$ cat src/rtl/ata_pkg.sv
package ata_pkg;

    // default for the fraction bits of the angle result
    localparam int ANGLE_FRAC_BITS_DEF = 8;

    localparam int AXIS_W    = 17;   // offset-corrected axis, exact
    localparam int SQ_W      = 33;   // square of one axis magnitude
    localparam int S2_W      = 34;   // x^2 + z^2
    localparam int SCALE_W   = 5;
    localparam int MAX_SCALE = 28;
    localparam int RAD_W     = 60;   // normalized radicand
    localparam int ROOT_W    = 30;   // square root of the radicand
    localparam int CW        = 48;   // cordic coordinates
    localparam int AW        = 36;   // cordic angle, signed, 32 fraction bits
    localparam int ANG_W     = 34;   // unsigned angle 0 .. pi
    localparam int CORDIC_STEPS = 32;
    localparam int DEG_MUL   = 45;   // 180 = 45 * 4

    // radians with 32 fraction bits
    localparam logic [ANG_W-1:0] PI_Q32      = 34'd13493037705;
    localparam logic [ANG_W-1:0] HALF_PI_Q32 = 34'd6746518852;
    localparam logic [ANG_W-1:0] PI_Q32_HALF = PI_Q32 >> 1;

    typedef struct packed {
        logic signed [15:0] accel_x;
        logic signed [15:0] accel_y;
        logic signed [15:0] accel_z;
    } sample_t;

    typedef struct packed {
        logic [15:0] tilt_angle;
        logic        zero_vector;
    } result_t;

    // what rides along the square root pipeline
    typedef struct packed {
        logic signed [CW-1:0] big_y;
        logic                 zero;
    } side_t;

    // atan(2^-step) in radians, 32 fraction bits, rounded
    function automatic logic [ANG_W-1:0] atan_q32(input int step);
        logic [ANG_W-1:0] val;
        case (step)
            0:       val = 34'd3373259426;
            1:       val = 34'd1991351318;
            2:       val = 34'd1052175346;
            3:       val = 34'd534100635;
            4:       val = 34'd268086748;
            5:       val = 34'd134174063;
            6:       val = 34'd67103403;
            7:       val = 34'd33553749;
            8:       val = 34'd16777131;
            9:       val = 34'd8388597;
            10:      val = 34'd4194303;
            default: val = ANG_W'(1) << (32 - step);
        endcase
        return val;
    endfunction

endpackage

$ cat src/rtl/ata_lane.sv
module ata_lane
    import ata_pkg::*;
(
    input  logic                     clk,
    input  logic signed [15:0]       raw,
    input  logic signed [15:0]       offset,
    output logic signed [AXIS_W-1:0] corr,
    output logic        [SQ_W-1:0]   mag_sq
);

    logic signed [AXIS_W-1:0] corr_reg;
    logic signed [AXIS_W-1:0] corr_next;
    logic signed [AXIS_W-1:0] corr_d_reg;
    logic        [AXIS_W-1:0] mag;
    logic        [SQ_W-1:0]   mag_sq_reg;
    logic        [SQ_W-1:0]   mag_sq_next;

    always_comb
    begin
        corr_next   = AXIS_W'(raw) + AXIS_W'(offset);
        // most negative value reads back as 2^16 unsigned
        mag         = corr_reg[AXIS_W-1] ? AXIS_W'(-corr_reg) : AXIS_W'(corr_reg);
        mag_sq_next = SQ_W'(mag) * SQ_W'(mag);
    end

    always_ff @(posedge clk)
    begin
        corr_reg   <= corr_next;
        corr_d_reg <= corr_reg;
        mag_sq_reg <= mag_sq_next;
    end

    assign corr   = corr_d_reg;
    assign mag_sq = mag_sq_reg;

endmodule

$ cat config.mk
export PLATFORM = sky130hd
export DESIGN_NAME = ata_lane
export DESIGN_NICKNAME = d
export VERILOG_FILES = /design/src/rtl/ata_pkg.sv /design/src/rtl/ata_lane.sv
export SDC_FILE = /design/constraint.sdc
export NUM_CORES = 1
export LEC_CHECK = 0
export ABC_CLOCK_PERIOD_IN_PS = 8440
export BUFFER_PORTS_ARGS = -buffer_cell sky130_fd_sc_hd__buf_2
export CORE_MARGIN = 2
export CORE_UTILIZATION = 40
export DETAILED_ROUTE_END_ITERATION = 10
export SYNTH_ARGS = -nofsm -noshare
export SYNTH_HDL_FRONTEND = slang
export SYNTH_SLANG_ARGS = --single-unit
$ cat constraint.sdc
create_clock -name clk -period 8.44 [get_ports clk]
set_input_delay 0.422 -clock clk [delete_from_list [all_inputs] [get_ports clk]]
set_output_delay 0.422 -clock clk [all_outputs]
set_load 0.03 [all_outputs]
Word-level counts from Yosys, hierarchy flattened

Index checks and enable logic that the tools add are counted.

Input port bits: 33
Word-level logic and storage cells: 7
Bits in registers: 67
Output and inout bits: 50

Multiplexer cells: 1
Multipliers: 1
Add/subtract/negate cells: 2

Operator list:

| operator                     | number |
|---|---|
| multiplier 17 x 17 -> 33 bit | 1 |
| adder 16 x 16 -> 17 bit      | 1 |
| 2-to-1 mux 17 bit            | 1 |
| negator 17 bit               | 1 |

Depth between registers and ports, before layout

Depth after elaboration: 3
Mapped depth: 30
Mapped depth without buffers: 28

Worst setup path before layout

Ideal clock, no wire load.

Path type: register -> register
Start point: reg corr_reg[0]
End point: reg mag_sq_reg[28], in the netlist mag_sq[28]
Setup time: 0.126 ns
Required time: 8.314 ns
Arrival: 7.067 ns
Path slack: 1.246 ns
Buffers on the path: 1
Cell stages (with the launch flop): 29
Period minus slack after synthesis: 7.194 ns
Cell sequence: dfxtp_1 > clkbuf_1 > inv_1 > ha_1 > nand2b_1 > o21ai_0 > xnor2_1 > inv_1 > nor2_1 > inv_1 > fa_1 > inv_1 > fa_1 > inv_1 > fa_1 > inv_1 > fa_1 > fa_1 > inv_1 > fa_1 > inv_1 > ha_1 > and4_1 > nand2_1 > a211oi_1 > o21ai_0 > o31ai_1 > a31oi_1 > xnor2_1

Word-level cells in the longest chain between the ends: 3

Ends and longest elaborated chain:

| item                           | RTL line       | RTL |
|---|---|---|
| start: declaration             | ata_lane.sv:11 | `logic signed [AXIS_W-1:0] corr_reg;` |
| start signal: assignment       | ata_lane.sv:28 | `corr_reg <= corr_next;` |
| negator 17 bit                 | ata_lane.sv:22 | `mag = corr_reg[AXIS_W-1] ? AXIS_W'(-corr_reg) : AXIS_W'(corr_reg);` |
| 2-to-1 mux 17 bit *            | ata_lane.sv:22 |  |
| multiplier 17 x 17 -> 33 bit * | ata_lane.sv:23 | `mag_sq_next = SQ_W'(mag) * SQ_W'(mag);` |
| named net mag_sq_next[28]      | ata_lane.sv:16 | `logic [SQ_W-1:0] mag_sq_next;` |
| end signal: assignment         | ata_lane.sv:30 | `mag_sq_reg <= mag_sq_next;` |
| end: declaration               | ata_lane.sv:15 | `logic [SQ_W-1:0] mag_sq_reg;` |

Mark *: on every way through the listed nets, which the timed path passes. The rest lies on a longest branch.

Worst setup path after layout

Same ends and word-level chain as after synthesis.

==> out/results.ini <==
[sta]
fin_setup_tns_ns = 0
grt_setup_unrepaired = no
finalCriticalPeriod_ns = 7.62
max_freq_mhz = 131
worst_slew_pin_slew_ns = 0.788
setup_viol = 0
report.final.slew_viol_count = 0
final_hold_viol_count = 0
finalCritPeriodShare = 0.903
clock-skew-final_ns = 0.0101
relSlewSlack = 0.469

[layout]
fillerInstances = 2444
nets = 1556
n_antenna_cell = 0
drive_gt1_frac = 0.105
area_growth_pct = 11.8
largest_reg_flops = 33

[drt]
drt_wl_total_mm = 22.2
drtPass1Iterations = 4
viasPerCell = 4.78
wl_per_cell_um = 14.4
vias = 7384
drcViolationCount = 0
antenna_left = 0
drtIter0Drc = 412

[clock_tree]
h-tree-depth = 3
postCtsSetupBuffers = 0
holdBufCountCts = 0
cts_tree = yes
post_cts_resized = 0
root_buffer = clkbuf_16
clk-insertion-delay-late_ns = 0.35
clkTransAtPathRegs_ns = 0.06
tritoncts.num_buffers = 9
cts.path.max_buffers = 2
cts_sinks = 65

[setup_path]
r2r_setup_slack_ns = 0.82
cp_max_fo = 12
reg2reg_to = mag_sq[28]
cp.arrival_ns = 7.85
end_kind = register
required_ns = 8.67
start_kind = register
crit_end = mag_sq[28]
path_common_cell = inv_1
critPathSlowestCell = fa_1
crit_type = reg2reg
worst_r2r_path_depth = 28
r2r_start = corr_reg[0]
critPathMaxStageDelay_ns = 0.54
startpoint = corr_reg[0]

[yosys]
synth_xor_area_frac = 0.0591
synth_edf_count = 0
synth_top_family_by_area = adder cells
muxShareOfSynthArea = 0
synthArstFlopShare = 0
synth_compound_area_frac = 0.0802
synth_adder_area_share = 0.522
synthCells = 1109
synth.distinct_cells = 53
syn_area_um2 = 10200
yosys.area_share.simple = 0.0948
synth.avg_cell_area_um2 = 9.24
synth-seq-cells = 65
synth-warning-count = 0
ys.flop_type = dfxtp_1
yosysSeqAreaShare = 0.127

[place]
dp_hpwl_mm = 19.0
io_buffer_count = 81
place_congestion = 0.876

[global_routing]
busiest_layer = met2
grt_use_total = 0.184
grt_pass1_vias = 8081
grt_pass1_wl_mm = 38.9
grt_util_met2 = 0.333
grt-ovfl-total = 0
grt_max_degree = 19
antenna_found_initial = 0
grtUsageMet1 = 0.229
met3_usage = 0.0225

[die]
coreArea_um2 = 25200
rows = 58
io_pins = 83
initial_utilization = 0.407
dieArea_um2 = 26900
die_y_um = 164
dieWidth_um = 164

[flow_run]
drv_cap = 0

[min_path]
hold_path.class = in2reg
min-delay-start = raw[0]

[outcome]
outcome = finished clean

-- Yosys cell counts, types with 2 or more instances --
library cell / number / share of area
nand4_1: 2 / 0.0012
clkbuf_1: 11 / 0.0040
or3_1: 2 / 0.0012
xnor2_1: 48 / 0.041
o311ai_0: 2 / 0.0017
nor4_1: 2 / 0.0012
ha_1: 120 / 0.15
o31ai_1: 5 / 0.0037
a21o_1: 22 / 0.016
nand2_2: 2 / 0.0012
nor3_1: 5 / 0.0024
or3_4: 2 / 0.0022
buf_4: 3 / 0.0022
nor3b_1: 3 / 0.0022
and3_1: 4 / 0.0024
buf_2: 2 / 0.00098
o21ai_0: 24 / 0.012
fa_1: 192 / 0.38
clkinv_1: 4 / 0.0015
conb_1: 2 / 0.00073
xor2_1: 18 / 0.015
a211oi_1: 2 / 0.0015
nor2_1: 75 / 0.027
nand3_1: 6 / 0.0029
nor2b_1: 8 / 0.0049
inv_2: 3 / 0.0011
o21bai_1: 5 / 0.0037
nand2_1: 101 / 0.037
o21a_1: 7 / 0.0051
dfxtp_1: 65 / 0.13
a21oi_1: 39 / 0.019
inv_1: 288 / 0.11
o21ai_1: 2 / 0.00098
nand2b_1: 8 / 0.0049
a31oi_1: 5 / 0.0031
o41ai_1: 3 / 0.0026
-- worst max-delay path: cells and delay by family, from the launching register on --
kind	cells	cell delay [ns]
fa+ha+maj	8	3.40
compound gates	5	1.27
buf+inv	8	1.06
simple gates	5	0.88
xor+xnor	2	0.57
flops	1	0.31
-- cell families after synthesis --
| kind of cell | count (synthesis) |
|---|---|
| AOI/OAI and AO/OA | 127 |
| xor gates and xnor gates | 67 |
| adders and majority gates | 312 |
| buffers and inverters | 312 |
| DFF | 65 |
| other | 2 |
| and+or+nand+nor | 224 |
-- worst min path at each step --
stage	endpoint	cells past startpoint	slack [ns]
after CTS	corr_reg[0]	2	0.31
after global routing	corr_reg[0]	2	0.34
after detailed placement	corr[1]	0	0.40
final	corr_reg[0]	2	0.31
after global placement	corr[1]	0	0.39
after floorplan	corr[10]	0	0.36
-- cells in the final DEF, fill, tap and decap left out, drive strengths merged, types with 3 or more instances in the layout --
cell type,Yosys,final
a21o,22,22
a21oi,39,39
a31oi,5,5
and3,4,4
buf,6,97
clkbuf,11,9
clkinv,4,5
conb,2,13
dfxtp,65,65
fa,192,192
ha,120,120
inv,291,294
nand2,103,103
nand2b,8,8
nand3,6,6
nor2,75,75
nor2b,8,8
nor3,5,5
nor3b,3,3
o21a,7,7
o21ai,27,27
o21bai,5,5
o31ai,6,6
o41ai,3,3
or3,4,4
xnor2,48,48
xor2,19,19
-- per-layer routing --
metal  wire length (µm)  share of wire
met3                827          0.037
met1               9450           0.42
met2              11400           0.51
met5                  0              0
met4                558          0.025
-- cell type report --
type | count | area [µm²] | share of cell area
Multi-Input combinational cell | 743 | 7790 | 0.680
Sequential cell | 65 | 1300 | 0.114
Inverter | 295 | 1110 | 0.0967
Timing Repair Buffer | 97 | 526 | 0.0459
Tap cell | 330 | 413 | 0.0361
Clock buffer | 9 | 225 | 0.0197
Clock inverter | 7 | 87.6 | 0.00765
-- stage by stage --
| step | std cells | utilization | setup slack, ns | hold WS (ns) | cell area, µm² |
|---|---|---|---|---|---|
| global placement | 1530 | 0.442 | 1.07 | 0.390 | 11100 |
| global route | 1546 | 0.455 | 0.250 | 0.336 | 11500 |
| finish | 1546 | 0.455 | 0.816 | 0.312 | 11500 |
| floorplan | 1120 | - | 1.25 | 0.364 | 10300 |
| detailed placement | 1530 | 0.442 | 0.871 | 0.399 | 11100 |
| CTS | 1546 | 0.455 | 0.858 | 0.313 | 11500 |
Power is not shown: default switching activity piles up to over one toggle a cycle in this logic, so the estimate is an artifact.
