[src/rtl/ata_pkg.sv]
package ata_pkg;

    // default for the fraction bits of the angle result
    localparam int ANGLE_FRAC_BITS_DEF = 8;

    localparam int AXIS_W    = 17;   // offset-corrected axis, exact
    localparam int SQ_W      = 33;   // square of one axis magnitude
    localparam int S2_W      = 34;   // x^2 + z^2
    localparam int SCALE_W   = 5;
    localparam int MAX_SCALE = 28;
    localparam int RAD_W     = 60;   // normalized radicand
    localparam int ROOT_W    = 30;   // square root of the radicand
    localparam int CW        = 48;   // cordic coordinates
    localparam int AW        = 36;   // cordic angle, signed, 32 fraction bits
    localparam int ANG_W     = 34;   // unsigned angle 0 .. pi
    localparam int CORDIC_STEPS = 32;
    localparam int DEG_MUL   = 45;   // 180 = 45 * 4

    // radians with 32 fraction bits
    localparam logic [ANG_W-1:0] PI_Q32      = 34'd13493037705;
    localparam logic [ANG_W-1:0] HALF_PI_Q32 = 34'd6746518852;
    localparam logic [ANG_W-1:0] PI_Q32_HALF = PI_Q32 >> 1;

    typedef struct packed {
        logic signed [15:0] accel_x;
        logic signed [15:0] accel_y;
        logic signed [15:0] accel_z;
    } sample_t;

    typedef struct packed {
        logic [15:0] tilt_angle;
        logic        zero_vector;
    } result_t;

    // what rides along the square root pipeline
    typedef struct packed {
        logic signed [CW-1:0] big_y;
        logic                 zero;
    } side_t;

    // atan(2^-step) in radians, 32 fraction bits, rounded
    function automatic logic [ANG_W-1:0] atan_q32(input int step);
        logic [ANG_W-1:0] val;
        case (step)
            0:       val = 34'd3373259426;
            1:       val = 34'd1991351318;
            2:       val = 34'd1052175346;
            3:       val = 34'd534100635;
            4:       val = 34'd268086748;
            5:       val = 34'd134174063;
            6:       val = 34'd67103403;
            7:       val = 34'd33553749;
            8:       val = 34'd16777131;
            9:       val = 34'd8388597;
            10:      val = 34'd4194303;
            default: val = ANG_W'(1) << (32 - step);
        endcase
        return val;
    endfunction

endpackage

[src/rtl/ata_deg.sv]
module ata_deg
    import ata_pkg::*;
#(
    parameter int ANGLE_FRAC_BITS = ANGLE_FRAC_BITS_DEF
)
(
    input  logic                 clk,
    input  logic                 rst_n,
    input  logic                 in_valid,
    input  logic signed [AW-1:0] angle,
    input  logic                 zero,
    output logic                 done,
    output result_t              result
);

    localparam int QW    = 8 + ANGLE_FRAC_BITS;        // quotient bits
    localparam int MW    = ANG_W + 6;                  // angle * 45
    localparam int NW    = MW + ANGLE_FRAC_BITS + 2;   // dividend
    localparam int XW    = QW + 16;
    localparam int PW    = 2 * QW;                     // estimate product
    localparam int RW    = ANG_W + 2;                  // remainder, below 4 * pi
    localparam int TRUNC = 26 - ANGLE_FRAC_BITS;       // angle bits dropped for the estimate

    // reciprocal of pi scaled so that the estimate is at most 3 low
    localparam logic [79:0] RECIP_WIDE =
        (80'd180 << (34 + ANGLE_FRAC_BITS)) / {46'd0, PI_Q32};
    localparam logic [QW-1:0] RECIP = RECIP_WIDE[QW-1:0];

    localparam logic [RW-1:0] PI_X1 = RW'(PI_Q32);
    localparam logic [RW-1:0] PI_X2 = PI_X1 << 1;
    localparam logic [RW-1:0] PI_X3 = PI_X1 + PI_X2;

    logic             c_valid_reg;
    logic [ANG_W-1:0] a_reg;
    logic [ANG_W-1:0] a_next;
    logic             c_zero_reg;

    logic             p_valid_reg;
    logic [PW-1:0]    est_reg;
    logic [NW-1:0]    num_reg;
    logic             p_zero_reg;

    logic             e_valid_reg;
    logic [QW-1:0]    qe_reg;
    logic [NW-1:0]    qp_reg;
    logic [NW-1:0]    num_e_reg;
    logic             e_zero_reg;

    logic             r_valid_reg;
    logic [QW-1:0]    qr_reg;
    logic [RW-1:0]    rem_reg;
    logic             r_zero_reg;

    logic             done_reg;
    result_t          result_reg;
    result_t          result_next;
    logic [QW-1:0]    q_est;
    logic [NW-1:0]    diff;
    logic [XW-1:0]    q_ext;

    always_comb
    begin
        if (angle < 0)
        begin
            a_next = '0;
        end
        else if (angle > $signed({2'b00, PI_Q32}))
        begin
            a_next = PI_Q32;
        end
        else
        begin
            a_next = angle[ANG_W-1:0];
        end
    end

    always_comb
    begin
        q_est = est_reg[PW-1:QW];
        diff  = num_e_reg - qp_reg;
    end

    always_ff @(posedge clk or negedge rst_n)
    begin
        if (!rst_n)
        begin
            c_valid_reg <= 1'b0;
            p_valid_reg <= 1'b0;
            e_valid_reg <= 1'b0;
            r_valid_reg <= 1'b0;
        end
        else
        begin
            c_valid_reg <= in_valid;
            p_valid_reg <= c_valid_reg;
            e_valid_reg <= p_valid_reg;
            r_valid_reg <= e_valid_reg;
        end
    end

    // quotient estimate by reciprocal, exact remainder, then up to three steps of pi
    always_ff @(posedge clk)
    begin
        a_reg      <= a_next;
        c_zero_reg <= zero;

        est_reg    <= PW'(a_reg[ANG_W-1:TRUNC]) * PW'(RECIP);
        num_reg    <= {MW'(a_reg) * MW'(DEG_MUL), {(ANGLE_FRAC_BITS + 2){1'b0}}}
                      + NW'(PI_Q32_HALF);
        p_zero_reg <= c_zero_reg;

        qe_reg     <= q_est;
        qp_reg     <= NW'(q_est) * NW'(PI_Q32);
        num_e_reg  <= num_reg;
        e_zero_reg <= p_zero_reg;

        qr_reg     <= qe_reg;
        rem_reg    <= diff[RW-1:0];
        r_zero_reg <= e_zero_reg;
    end

    always_comb
    begin
        q_ext = XW'(qr_reg) + XW'(rem_reg >= PI_X1) + XW'(rem_reg >= PI_X2)
                + XW'(rem_reg >= PI_X3);
        result_next.zero_vector = r_zero_reg;
        if (r_zero_reg)
        begin
            result_next.tilt_angle = '0;
        end
        else if (q_ext > XW'(16'hFFFF))
        begin
            result_next.tilt_angle = 16'hFFFF;
        end
        else
        begin
            result_next.tilt_angle = q_ext[15:0];
        end
    end

    always_ff @(posedge clk or negedge rst_n)
    begin
        if (!rst_n)
        begin
            done_reg <= 1'b0;
        end
        else
        begin
            done_reg <= r_valid_reg;
        end
    end

    always_ff @(posedge clk)
    begin
        result_reg <= result_next;
    end

    assign done   = done_reg;
    assign result = result_reg;

endmodule
[config.mk]
export PLATFORM = sky130hd
export DESIGN_NAME = ata_deg
export DESIGN_NICKNAME = d
export VERILOG_FILES = /design/src/rtl/ata_pkg.sv /design/src/rtl/ata_deg.sv
export SDC_FILE = /design/constraint.sdc
export NUM_CORES = 1
export LEC_CHECK = 0
export BUFFER_PORTS_ARGS = -buffer_cell sky130_fd_sc_hd__buf_2
export CAP_MARGIN = 0
export CORE_ASPECT_RATIO = 1.2
export CORE_MARGIN = 1.5
export CORE_UTILIZATION = 60
export DETAILED_ROUTE_END_ITERATION = 7
export GPL_ROUTABILITY_DRIVEN = 0
export PLACE_DENSITY = 0.73
export RECOVER_POWER = 25
export SLEW_MARGIN = 20
export SYNTH_ARGS = -nofsm -noshare
export SYNTH_HDL_FRONTEND = slang
export SYNTH_SLANG_ARGS = --single-unit
[constraint.sdc]
create_clock -name clk -period 11.73 [get_ports clk]
set_input_delay 2.346 -clock clk [delete_from_list [all_inputs] [get_ports clk]]
set_output_delay 2.346 -clock clk [all_outputs]
set_load 0.02 [all_outputs]
=== Word level (Yosys, flattened, before mapping) ===
Cells that the tools add are included.

* Register bits after elaboration: 267
* Logic and storage cells: 37
* Output and inout bits: 18

* Reduce and logical (&&, ||, !) cells: 1
* Multiplexer cells: 2
* $add $sub $neg: 5
* Order comparisons: 6
* Multiply operators: 3

{| class="wikitable"
|+ Operators with widths
! kind !! number
|-
| $add A36 B33 Y36 const B || 1
|-
| $ge A36 B34 Y1 const B || 1
|-
| $ge A36 B35 Y1 const B || 1
|-
| $ge A36 B36 Y1 const B || 1
|-
| $gt A36 B35 Y1 const B || 1
|-
| $lt A36 B1 Y1 const B || 1
|-
| $mul A16 B34 Y36 const B || 1
|-
| $sub A36 B36 Y36 || 1
|-
| $mul A34 B6 Y26 const B || 1
|-
| $mux W34 || 1
|-
| $mul A16 B15 Y31 const B || 1
|-
| $add A18 B1 Y19 || 1
|-
| $gt A19 B16 Y1 const B || 1
|-
| $add A17 B1 Y18 || 1
|-
| $add A16 B1 Y17 || 1
|-
| $mux W16 || 1
|-
| $reduce_or A2 Y1 || 1
|}

=== Depth between registers and ports, before layout ===
Gate-level depths: netlist (run 1).

* Depth after elaboration: 6
* Gate-level depth with buffers: 22
* Gate-level depth less buffers: 22

=== Worst setup path before layout (run 1) ===
No wires, ideal clock.

* Path type: reg-to-reg
* Start point: reg a_reg[19]
* End point: reg est_reg[31]
* Slack: 5886 ps
* Buffers on the path: 0
* Required time: 11609 ps
* Stages on the path, launching flop included: 23
* Data arrival time: 5724 ps
* Setup time: 121 ps
* Cell sequence: dfxtp_1 -> inv_1 -> fa_1 -> fa_1 -> inv_1 -> fa_1 -> inv_1 -> fa_1 -> inv_1 -> fa_1 -> inv_1 -> fa_1 -> inv_1 -> ha_1 -> a21oi_1 -> o21bai_1 -> a21o_1 -> a221oi_2 -> o21ai_1 -> a22o_1 -> o41ai_2 -> o21bai_1 -> xnor2_1

* Longest elaborated chain between the ends: 1

{| class="wikitable"
|+ Ends and longest elaborated chain
! what !! RTL line !! text
|-
| start, declared || ata_deg.sv:34 || <nowiki>logic [ANG_W-1:0] a_reg;</nowiki>
|-
| start signal, assigned || ata_deg.sv:104 || <nowiki>a_reg <= a_next;</nowiki>
|-
| $mul A16 B15 Y31 || ata_deg.sv:107 || <nowiki>est_reg <= PW'(a_reg[ANG_W-1:TRUNC]) * PW'(RECIP);</nowiki>
|-
| end signal, assigned || ata_deg.sv:107 ||
|-
| end, declared || ata_deg.sv:39 || <nowiki>logic [PW-1:0] est_reg;</nowiki>
|}

No other way between the ends.
A chain may end at the register's enable or synchronous reset.

=== Worst setup path in the final report (run 1) ===
* Start point: reg a_reg[18]
* End point: reg est_reg[31]

The elaborated chain is that of the path after synthesis.

==> run summary, run 1 <==
Status -> completed
Crit share post-route -> 0.534
Initial antenna violation count -> 0
Postcts setup bufs -> 0
Post-synth ARST share -> 0.0219
Clock sinks -> 228
Synth cell count leaders -> inv_1 (427), ha_1 (317), fa_1 (251)
Synth area leaders -> fa_1 (25%), dfxtp_1 (22%), ha_1 (20%)
Critical Path, Cell by Cell -> inv_1 > fa_1 > fa_1 > inv_1 > fa_1 > inv_1 > fa_1 > inv_1 > fa_1 > inv_1 > fa_1 > inv_1 > ha_1 > a21oi_1 > o21bai_1 > a21o_1 > a221oi_2 > o21ai_1 > a22o_1 > o41ai_2 > o21bai_1 > xnor2_1
Largest area contributor in the netlist -> fa_1
Die H -> 204 um
Antenna viol nets, final -> 0
Cell Area, Synth -> 20100 um2
Worst endpoint required time -> 12.17 ns
Share of layout cells above drive strength 1 -> 0.0615
Post-synth cell types -> 77
Pin count of the biggest net entering global routing -> 21
Worst-path clk slew -> 0.06 ns
# nets final -> 2687
Die W -> 170 um
Critical-path top delay cell -> fa_1
Achievable frequency -> 0.160 GHz
R2R cell count -> 22
Port bufs -> 57
CTS Buf Count -> 25
Total gr overflow -> 0
Root cell of the clock tree -> clkbuf_16
RSZ-0062 raised after global routing -> no
Post-synth EDFFs -> 0
Final Hold Viols -> 0
Vias in the first global route -> 14100
Pre-Repair DR Iteration Count -> 5
Clk_skew -> 0.0148 ns
RR Endpoint -> est_reg[31]
CTS tree -> yes
Synth warnings -> 0
DRC Markers -> 0
DR vias -> 13600
R2r startpoint -> a_reg[18]
Seq cells post-synth -> 228
CP Launch Type -> flip-flop
Crit-path max cell delay -> 0.54 ns
Synthesis-to-layout area growth -> 8.12%
DR WL/cell -> 15.9 um
CTS max path bufs -> 3
Max Cap Violations -> 0
Hold_sp -> num_reg[33]
Period minus WS final -> 6.26 ns
Core Footprint -> 33100 um2
Cts hold-fix bufs -> 0
CP Capture Type -> flip-flop
WHS Endpoint -> num_e_reg[33]
Ports -> 58
Setup CP Type -> flip-flop to flip-flop
DRT Wirelength -> 40500 um
Overall die area -> 34700 um2
Inserted Diodes -> 0
H-tree Lvls -> 1
Syn nets -> 2615
Rel. slew slack -> 0.277
First-pass GRT wire length -> 67500 um
WHS Path Cells -> 0
Fin Hold WS -> 0.321 ns
Total negative slack -> 0 ns
Syn Area/Cell -> 10.0 um2
Layout Utilization -> 0.659
Setup violations, final -> 0
Top-count cell post-synth -> inv_1
Gr usage total -> 0.247
Sequential fraction of the synthesis area -> 0.228
Worst hold path type -> flip-flop to flip-flop
Post-detail-place hpwl -> 34300 um
Measured slew at the worst slew-check pin -> 1.08 ns
Syn Inst Count -> 2007
Vias per cell -> 5.32
Pins Over Slew Limit -> 0
Cells after DPL -> 2502
Synth Flop Type -> dfxtp_1
R2r setup slk -> 5.47 ns
Rows -> 73
CP arrival -> 6.71 ns
Crit-path max FO -> 7
PostCTS Resize Cnt -> 0
Fin cells -> 2547
Initial core utilization -> 0.609
Worst skew pair latency -> 0.56 ns
DRT iter0 DRCs -> 582
Synth top area share -> 0.249
stage by stage:
stage                     instance area [um2]  worst slack (ns)
final                                   21800              5.47
after global routing                    21800              5.02
after CTS                               21800              5.45
after detailed placement                20900              5.47
after global placement                  20900              5.61
after floorplan                         20100              5.89
worst max path at each step:
| stage | from | endpoint | slack, ns | cells past startpoint |
|---|---|---|---|---|
| after CTS | a_reg[19] | est_reg[31] | 5.45 | 22 |
| final | a_reg[18] | est_reg[31] | 5.47 | 22 |
| after global routing | a_reg[19] | est_reg[31] | 5.02 | 22 |
| after detailed placement | a_reg[19] | est_reg[31] | 5.47 | 22 |
| after global placement | a_reg[19] | est_reg[31] | 5.61 | 22 |
| after floorplan | a_reg[19] | est_reg[31] | 5.89 | 22 |
critical path, delay by kind of cell (launching register included):
kind	cells	cell delay, ns
buffers and inverters	6	0.36
flip-flops	1	0.47
AO/OA/AOI/OAI	8	1.77
adder cells (fa/ha/maj)	7	3.40
XOR/XNOR	1	0.13
cells in the final DEF (no fill, tap or decap), types with 24 or more instances in the layout:
master / netlist / layout
inv_1: 427 / 427
ha_1: 317 / 317
fa_1: 251 / 251
dfxtp_1: 223 / 223
xnor2_1: 88 / 88
a21oi_1: 87 / 87
nor2_1: 82 / 82
buf_2: 2 / 57
nand2_1: 55 / 55
o21ai_0: 50 / 50
a21o_1: 48 / 48
xor2_1: 48 / 48
nand3_1: 36 / 36
clkbuf_16: 0 / 25
nor3_1: 24 / 24
layout make-up:
type / instances / area [um2]
sequential: 228 / 4590
clock buffer: 27 / 643
multi-input combinational: 1339 / 13900
tap: 450 / 563
clock inverter: 18 / 199
timing repair buffer: 58 / 289
inverter: 427 / 1600
fill: 2705 / 11300
cell families (layout without fill, tap and decap cells):
kind of cell,count (synthesis),in the layout,share of synthesized area
buffers and inverters,440,530,0.0825
AND/OR/NAND/NOR,318,318,0.0793
XOR/XNOR,136,136,0.0591
multiplexers,2,2,0.000994
adder cells (fa/ha/maj),568,568,0.446
AO/OA/AOI/OAI,315,315,0.104
flip-flops,228,228,0.228
layer usage:
| layer | up-vias | wire length [um] | track usage |
|---|---|---|---|
| met5 | - | 0 | 0 |
| met4 | 0 | 1570 | 0.0929 |
| met3 | 75 | 1430 | 0.0342 |
| met2 | 236 | 20700 | 0.450 |
| met1 | 6571 | 16800 | 0.295 |
| li1 | 6680 | - | - |
Power of run 1 is not shown: default switching activity piles up to over one toggle a cycle in this logic, so the estimate is an artifact.
==> inputs of run 2 (changes only) <==
--- a/config.mk
+++ b/config.mk
@@ -9,10 +9,10 @@
 export CAP_MARGIN = 0
 export CORE_ASPECT_RATIO = 1.2
 export CORE_MARGIN = 1.5
-export CORE_UTILIZATION = 60
+export CORE_UTILIZATION = 58
 export DETAILED_ROUTE_END_ITERATION = 7
 export GPL_ROUTABILITY_DRIVEN = 0
-export PLACE_DENSITY = 0.73
+export PLACE_DENSITY = 0.74
 export RECOVER_POWER = 25
 export SLEW_MARGIN = 20
 export SYNTH_ARGS = -nofsm -noshare
==> constraint.sdc (replaced) <==
create_clock -name clk -period 5.4 [get_ports clk]
set_input_delay 1.08 -clock clk [delete_from_list [all_inputs] [get_ports clk]]
set_output_delay 1.08 -clock clk [all_outputs]
set_load 0.02 [all_outputs]
==> run 2 against run 1 <==
  * Clock skew rose by 0.012 ns
  * Flip-flop and latch count did not move
  * Wire length rose by 8.7%
  * Global-route usage rose by 0.27 points
  * Non-clock buffer count rose by 132
  * Cell area rose by 6.9%
  * Fmax rose by 14%
  * Via count rose by 5.9%
  * The run now ends with negative setup slack left
  * Final cell count rose by 5.4%
==> run summary, run 2 (synthesized netlist as in run 1, its figures left out) <==
DRT Wirelength -> 44000 um (was 40500 um)
CTS max path bufs -> 3 (unchanged)
Post-detail-place hpwl -> 36400 um (was 34300 um)
CP arrival -> 5.96 ns (was 6.71 ns)
Overall die area -> 35900 um2 (was 34700 um2)
Rows -> 74 (was 73)
CP bufs+invs -> 4 (was 6)
Commonest non-fill, non-tap cell in the layout -> inv_1 (unchanged)
Share of layout cells above drive strength 1 -> 0.156 (was 0.0615)
Crit share post-route -> 1.02 (was 0.534)
Clk_skew -> 0.0264 ns (was 0.0148 ns)
Setup CP Type -> flip-flop to flip-flop (unchanged)
Ports -> 58 (unchanged)
Measured slew at the worst slew-check pin -> 0.643 ns (was 1.08 ns)
Period minus WS final -> 5.50 ns (was 6.26 ns)
Fin Hold WS -> 0.325 ns (was 0.321 ns)
Pins Over Slew Limit -> 0 (unchanged)
Vias in the first global route -> 15200 (was 14100)
Critical Path, Cell by Cell -> fa_1 > inv_2 > fa_1 > inv_1 > fa_1 > inv_1 > fa_1 > inv_1 > fa_2 > fa_2 > ha_4 > a21o_1 > a21o_1 > a21oi_2 > o21ai_2 > a221oi_2 > o211a_1 > a21oi_2 > a21o_1 > a21oi_2 > xnor2_1 (was inv_1 > fa_1 > fa_1 > inv_1 > fa_1 > inv_1 > fa_1 > inv_1 > fa_1 > inv_1 > fa_1 > inv_1 > ha_1 > a21oi_1 > o21bai_1 > a21o_1 > a221oi_2 > o21ai_1 > a22o_1 > o41ai_2 > o21bai_1 > xnor2_1)
Most frequent cells in the layout -> inv_1 (419), ha_1 (295), fa_1 (244) (was inv_1 (427), ha_1 (317), fa_1 (251))
Die W -> 173 um (was 170 um)
Die H -> 207 um (was 204 um)
Setup violations, final -> 5 (was 0)
Antenna viol nets, final -> 0 (unchanged)
Worst-path clk slew -> 0.06 ns (about the same)
# nets final -> 2818 (was 2687)
Placed Area -> 21900 um2 (was 20900 um2)
Max Cap Violations -> 0 (unchanged)
Fill cells -> 2543 (was 2705)
Fin cells -> 2684 (was 2547)
Worst skew pair latency -> 0.55 ns (was 0.56 ns)
DR vias -> 14400 (was 13600)
DRT iter0 DRCs -> 696 (was 582)
Initial core utilization -> 0.590 (was 0.609)
Achievable frequency -> 0.182 GHz (was 0.160 GHz)
Pin count of the biggest net entering global routing -> 21 (unchanged)
CP Launch Type -> flip-flop (unchanged)
Place WS -> -0.251 ns (was 5.47 ns)
CTS Buf Count -> 24 (was 25)
Worst hold path type -> flip-flop to flip-flop (unchanged)
Inserted Diodes -> 0 (unchanged)
Cells after DPL -> 2626 (was 2502)
Failing checks -> negative setup slack
R2r setup slk -> -0.1 ns (was 5.47 ns)
CP Capture Type -> flip-flop (unchanged)
Status -> complete, but fails checks (was completed)
Final Hold Viols -> 0 (unchanged)
Critical-path top delay cell -> fa_1 (unchanged)
Worst endpoint required time -> 5.86 ns (was 12.17 ns)
Core Footprint -> 34200 um2 (was 33100 um2)
Crit-path max FO -> 2 (was 7)
DR WL/cell -> 16.4 um (was 15.9 um)
RSZ-0062 raised after global routing -> yes (was no)
H-tree Lvls -> 1 (unchanged)
Crit-path max cell delay -> 0.57 ns (was 0.54 ns)
Initial antenna violation count -> 0 (unchanged)
Pre-Repair DR Iteration Count -> 7 (was 5)
Worst setup margin -> -0.0985 ns (was 5.47 ns)
Vias per cell -> 5.35 (was 5.32)
Top Family by Delay on Critical Path -> adder cells (unchanged)
Synthesis-to-layout area growth -> 15.5% (was 8.12%)
Port bufs -> 57 (unchanged)
Gr usage total -> 0.250 (was 0.247)
Top cell by count, worst path -> fa_1
Root cell of the clock tree -> clkbuf_16 (unchanged)
DRC Markers -> 0 (unchanged)
Rel. slew slack -> 0.571 (was 0.277)
First-pass GRT wire length -> 72200 um (was 67500 um)
CTS tree -> yes (unchanged)
Clock sinks -> 228 (unchanged)
Total gr overflow -> 0 (unchanged)
Final instance area -> 23300 um2 (was 21800 um2)
-- run 2: final cells by class --
cell class | count | area, um2 | share of cell area
clock buffer | 27 | 633 | 0.0272
tap | 456 | 571 | 0.0245
sequential | 228 | 4630 | 0.199
multi-input combinational | 1339 | 14300 | 0.615
clock inverter | 17 | 218 | 0.00935
timing repair buffer | 190 | 1300 | 0.0559
inverter | 427 | 1610 | 0.0690
-- run 2: final timing paths --
| kind | startpoint | endpoint | cells past startpoint |
|---|---|---|---|
| min in group asynchronous | rst_n | done | 1 |
| hold reg to reg | num_reg[15] | num_e_reg[15] | 0 |
| max in group asynchronous | rst_n | p_valid_reg | 1 |
| setup reg to reg | est_reg[21] | qp_reg[34] | 21 |
| setup / recovery | est_reg[21] | qp_reg[34] | 21 |
| hold / removal | num_reg[15] | num_e_reg[15] | 0 |
-- run 2: per-stage QoR --
stage	utilization	TNS, ns
floorplan	-	-0.111
global placement	0.642	-0.477
detailed placement	0.642	-1.38
CTS	0.673	-0.520
global route	0.681	-2.58
finish	0.681	-0.227
-- run 2: repair_timing --
item,in CTS,in global routing
hold buffers,0,0
resized for setup,41,43
hold endpoints to repair,0,0
endpoints found under the setup margin,15,22
gates cloned,0,0
buffers inserted,10,4
pin swaps,53,37
-- run 2: routing by layer --
metal	routed length, um	share of wire	track usage	vias to the layer above
met2	22400	0.51	0.447	307
met5	0	0	0	-
met1	17500	0.40	0.294	6998
met4	2570	0.058	0.139	0
li1	-	-	-	6933
met3	1550	0.035	0.0266	125
Power of run 2 is left out for the same reason.
